## src/rtl/llfp_pkg.sv

```systemverilog
package llfp_pkg;

    // Default pool size; the null node index equals the pool size.
    localparam int NODES_DEF = 256;

    // Command codes.
    localparam logic [1:0] CMD_HEAD  = 2'd0;
    localparam logic [1:0] CMD_AFTER = 2'd1;
    localparam logic [1:0] CMD_DEL   = 2'd2;

    // Status codes.
    localparam logic [1:0] ST_OK    = 2'd0;
    localparam logic [1:0] ST_EMPTY = 2'd1;
    localparam logic [1:0] ST_BAD   = 2'd2;

    // Port enables of the two link memories.
    typedef struct packed {
        logic fwd_re;
        logic fwd_we;
        logic bwd_re;
        logic bwd_we;
    } t_mem_en;

endpackage

```

## src/rtl/llfp_link_mem.sv

```systemverilog
module llfp_link_mem
    import llfp_pkg::*;
#(
    parameter int NODES = NODES_DEF
) (
    input  logic                       i_clk,
    input  t_mem_en                    i_en,
    input  logic [$clog2(NODES)-1:0]   i_fwd_raddr,
    input  logic [$clog2(NODES)-1:0]   i_fwd_waddr,
    input  logic [$clog2(NODES+1):0]   i_fwd_wdata,
    output logic [$clog2(NODES+1):0]   o_fwd_rdata,
    input  logic [$clog2(NODES)-1:0]   i_bwd_raddr,
    input  logic [$clog2(NODES)-1:0]   i_bwd_waddr,
    input  logic [$clog2(NODES+1)-1:0] i_bwd_wdata,
    output logic [$clog2(NODES+1)-1:0] o_bwd_rdata
);

    localparam int NW = $clog2(NODES + 1);

    // Forward entry: in-list mark in the top bit, forward link below it.
    logic [NW:0]   r_fwd_mem [NODES];
    logic [NW-1:0] r_bwd_mem [NODES];
    logic [NW:0]   r_fwd_rdata;
    logic [NW-1:0] r_bwd_rdata;

    always_ff @(posedge i_clk) begin
        if (i_en.fwd_we) begin
            r_fwd_mem[i_fwd_waddr] <= i_fwd_wdata;
        end
        if (i_en.fwd_re) begin
            r_fwd_rdata <= r_fwd_mem[i_fwd_raddr];
        end
    end

    always_ff @(posedge i_clk) begin
        if (i_en.bwd_we) begin
            r_bwd_mem[i_bwd_waddr] <= i_bwd_wdata;
        end
        if (i_en.bwd_re) begin
            r_bwd_rdata <= r_bwd_mem[i_bwd_raddr];
        end
    end

    assign o_fwd_rdata = r_fwd_rdata;
    assign o_bwd_rdata = r_bwd_rdata;

endmodule

```

## config.mk

```make
export PLATFORM = sky130hd
export DESIGN_NAME = llfp_link_mem
export DESIGN_NICKNAME = d
export VERILOG_FILES = /design/src/rtl/llfp_pkg.sv /design/src/rtl/llfp_link_mem.sv
export SDC_FILE = /design/constraint.sdc
export NUM_CORES = 2
export LEC_CHECK = 0
export BUFFER_PORTS_ARGS = -buffer_cell sky130_fd_sc_hd__buf_2
export CAP_MARGIN = 10
export CORE_MARGIN = 10
export CORE_UTILIZATION = 55
export DETAILED_ROUTE_END_ITERATION = 10
export PLACE_DENSITY = 0.71
export SYNTH_ARGS = -nofsm -noshare
export SYNTH_HDL_FRONTEND = slang
export SYNTH_MEMORY_MAX_BITS = 65536
export SYNTH_SLANG_ARGS = --single-unit
```

## constraint.sdc

```tcl
create_clock -name i_clk -period 3.15 [get_ports i_clk]
set_input_delay 0.63 -clock i_clk [delete_from_list [all_inputs] [get_ports i_clk]]
set_output_delay 0.63 -clock i_clk [all_outputs]
set_load 0.01 [all_outputs]
```

==> impl_metrics.csv <==
group,metric,value,unit
run_status,status,"completed",
global_routing,gr-usage-met3,5.53,%
placed_design,buffer_ports.inserted,74,
clocking,clk_pin_slew,0.07,ns
synth,syn-num-nets,8892,
power_and_ir_drop,ir_worst_vdd,0.529,mV
synth,ys_types,70,
clocking,clock_latency,1.02,ns
route,postRouteAntennaNets,0,
floorplanning,initial_core_util,55.4,%
floorplanning,die_x,606,um
synth,syn_inst,8836,
route,route.detailed.drc,0,
power_and_ir_drop,intPower,106000,uW
worst_setup_path,cp_slowest_cell,"a211o_1",
worst_setup_path,cpPeakStageDelay,0.52,ns
synth,async_flop_share,0,%
global_routing,antenna_found_initial,25,
global_routing,gr-total-overflow,0,
power_and_ir_drop,p_per_area,612,mW/mm2
worst_setup_path,r2r-start,"r_fwd_mem[40][5]$_DFFE_PP_",
cells_and_area,utilization,64.4,%
floorplanning,design.core.area,0.341,mm2
placed_design,dpl_cell_area,0.204,mm2
synth,synth_area,0.189,mm2
power_and_ir_drop,p_leak,0.0710,uW
placed_design,place_inst,14300,
global_routing,met1_usage,37.6,%
synth,syn_avg_cell_area,21.3,um2
timing,fin_worst_skew,0.0823,ns
power_and_ir_drop,combPwrFrac,5.5,%
cells_and_area,final_area,0.219,mm2
route,vias,98800,
worst_hold_path,hp-start,"i_en[1]",
route,drt_wl_total,478000,um
power_and_ir_drop,seqPwrFrac,53.5,%
global_routing,use_met2,39.4,%
timing,hold_violations,0,
placed_design,post-dp-hpwl,302000,um
floorplanning,fp.dieH,606,um
synth,synth_edf_count,4883,
timing,fmax,322,MHz
cells_and_area,final_layout_size_suffix_gt1_share,30.5,%
timing,slew_headroom,16.5,%
cells_and_area,areaGrowthSynthToFinish,16.3,%
worst_setup_path,worstPathMaxFanout,23,
power_and_ir_drop,clkPwrFrac,41.0,%
global_routing,grt_max_degree,133,
timing,setup_ws,0.0432,ns
placed_design,place_congestion,0.883,
cells_and_area,layout.cells.non_filler,15200,
floorplanning,die-area,0.367,mm2
synth,synth-main-ff-cell,"edfxtp_1",
synth,seq_area_frac_synth,77.8,%
worst_setup_path,crit_path_cell_trace,"buf_8 -> buf_12 -> buf_12 -> buf_4 -> mux4_2 -> and3_1 -> a31oi_1 -> nand4_1 -> a211o_1 -> and4_1",
timing,finalMaxSlewViolations,0,
global_routing,top_usage_layer,"met2",
clocking,cts_tree,"done",
timing,final-setup-viol-count,0,
route,avgViaCountPerCell,6.51,
route,drt_first_pass_iters,8,
power_and_ir_drop,p_sw_share,21.2,%
route,drt-initial-drc-count,14400,
clocking,cts_max_path_buffers,4,
route,routedWlPerCell,31.5,um
global_routing,grt_pass1_wl,696000,um
placed_design,post-place-ws,-1.16,ns
clocking,cts_setup_buffers,0,
worst_setup_path,startpoint,"i_fwd_raddr[0]",
synth,synth_seq_cells,4883,
global_routing,grt_pass1_vias,99400,
worst_setup_path,arrival,3.85,ns
power_and_ir_drop,switching_power,28500,uW
clocking,cts_sinks,4883,
cells_and_area,final.fill_count,21900,
floorplanning,core.rowCount,214,
worst_setup_path,critical_path_required,3.89,ns
timing,rsz0062_at_grt,"false",
clocking,htreeDepth,5,
timing,worst_pin_slew,1.25,ns
worst_setup_path,path_class,"input port to register",
clocking,numCtsBuffers,466,
worst_setup_path,worstSetupEndpointType,"register",
global_routing,grt_use_total,25.8,%
clocking,cts-root-buf,"clkbuf_16",
worst_hold_path,min_path_type,"input port to register",
floorplanning,ios,75,
worst_setup_path,crit_top_cell,"buf_12",
cells_and_area,fin_nets,10300,
power_and_ir_drop,finalPower,134000,uW
worst_setup_path,cp-start-kind,"input port",
job,max-cap-violations,0,
timing,post-route-period-util,98.6,%
synth,synth_warnings,0,
timing,finalCriticalPeriod,3.11,ns
final cells by class:
cell class                 instances  area, um2  share of cell area (%)
antenna                           10       25.0                  0.0114
clock buffer                     573      12100                    5.54
clock inverter                   292       2870                    1.31
inverter                           3       11.3                 0.00514
multi-input combinational       3414      38700                    17.7
sequential                      4883     147000                    66.9
tap                             4536       5680                    2.59
timing repair buffer            1474      13200                    6.01
flip-flops by register name (all words and copies together) (netlist names):
signal	cells
o_fwd_rdata	10
r_fwd_mem	2560
o_bwd_rdata	9
r_bwd_mem	2304
final timing paths:
check	end	slack, ns	cells after the start
worst min-delay path	o_bwd_rdata[5]$_DFFE_PP_	0.08	1
worst min register to register	o_fwd_rdata[4]$_DFFE_PP_	1.05	5
worst max-delay path	o_fwd_rdata[2]$_DFFE_PP_	0.04	10
worst max register to register	o_fwd_rdata[5]$_DFFE_PP_	0.22	6
metal layers:
layer | wire length [um] | share of wire (%) | vias up
met5 | 24 | 0.0050 | -
met4 | 17900 | 3.7 | 4
met3 | 55200 | 12 | 910
met2 | 223000 | 47 | 6364
met1 | 182000 | 38 | 51500
li1 | - | - | 40000
cells in the mapped netlist, drive strengths merged, types with 22 or more instances:
cell    instances  area share [%]
nor3           55            0.15
nor4           45            0.17
clkbuf        243            0.49
nor2          576             1.1
o21ai          41            0.11
mux2           22            0.13
a211oi         42            0.17
mux2i         350             1.9
or2            22           0.073
a22oi         395             1.6
a21oi         196            0.52
edfxtp       4883              78
nand2         125            0.25
a22o           25            0.12
o221ai         77            0.36
a221oi         32            0.16
buf           293             1.3
a31oi          36            0.12
mux4         1029              12
nand2b         25           0.083
nand3          47            0.12
nor2b          49            0.16
o22ai          61            0.20
critical path: cells and delay by family:
kind / cells / cell delay [ns]
compound gates: 2 / 0.88
buf+inv: 4 / 0.89
mux: 1 / 0.51
simple gates: 3 / 0.87
timing repair:
item,CTS,global route
cloned,0,0
setup endpoints to repair,1,2
gates resized for setup,1,2
pin swaps,0,0
hold endpoints to repair,22,0
hold buffers,1,0
cells by family (layout without fill, tap and decap cells):
group	Yosys count	after routing	share of synthesized area (%)
flip-flops	4883	4883	77.8
multiplexers	1401	1401	14.3
other	0	10	0
AO/OA/AOI/OAI	1004	1004	3.77
buffers and inverters	539	2342	1.77
AND/OR/NAND/NOR	1009	1009	2.42
power groups by stage:
stage	combinational [uW]	clock [uW]	sequential, uW
floorplan	3450	0	73100
global placement	7120	0	73100
detailed placement	7280	0	73100
CTS	7320	55600	71700
global route	7700	58200	71700
finish	7380	55000	71700
layout by cell type, fill, tap and decap left out, types with 36 or more instances in the layout:
cell type and n:
a21oi_1 196, a211oi_1 42, nand3_1 46, nor3_1 50, nand2_1 124, nor2b_1 41, nor2_1 572, a22oi_1 395
o21ai_0 41, clkbuf_16 470, o221ai_1 76, clkinv_1 102, mux2i_1 350, o22ai_1 61, edfxtp_1 4883, clkbuf_1 103
buf_4 1230, mux4_2 1029, bufinv_16 46, clkinv_2 97, buf_2 53, buf_12 167, a31oi_1 36
through the flow:
step,hold WS (ns),TNS [ns]
floorplan,0.729,0
global placement,0.998,-12.10
detailed placement,1.02,-12.47
CTS,0.00807,0
global route,0.0483,0
finish,0.0762,0
(Power assumes the default switching activity.)
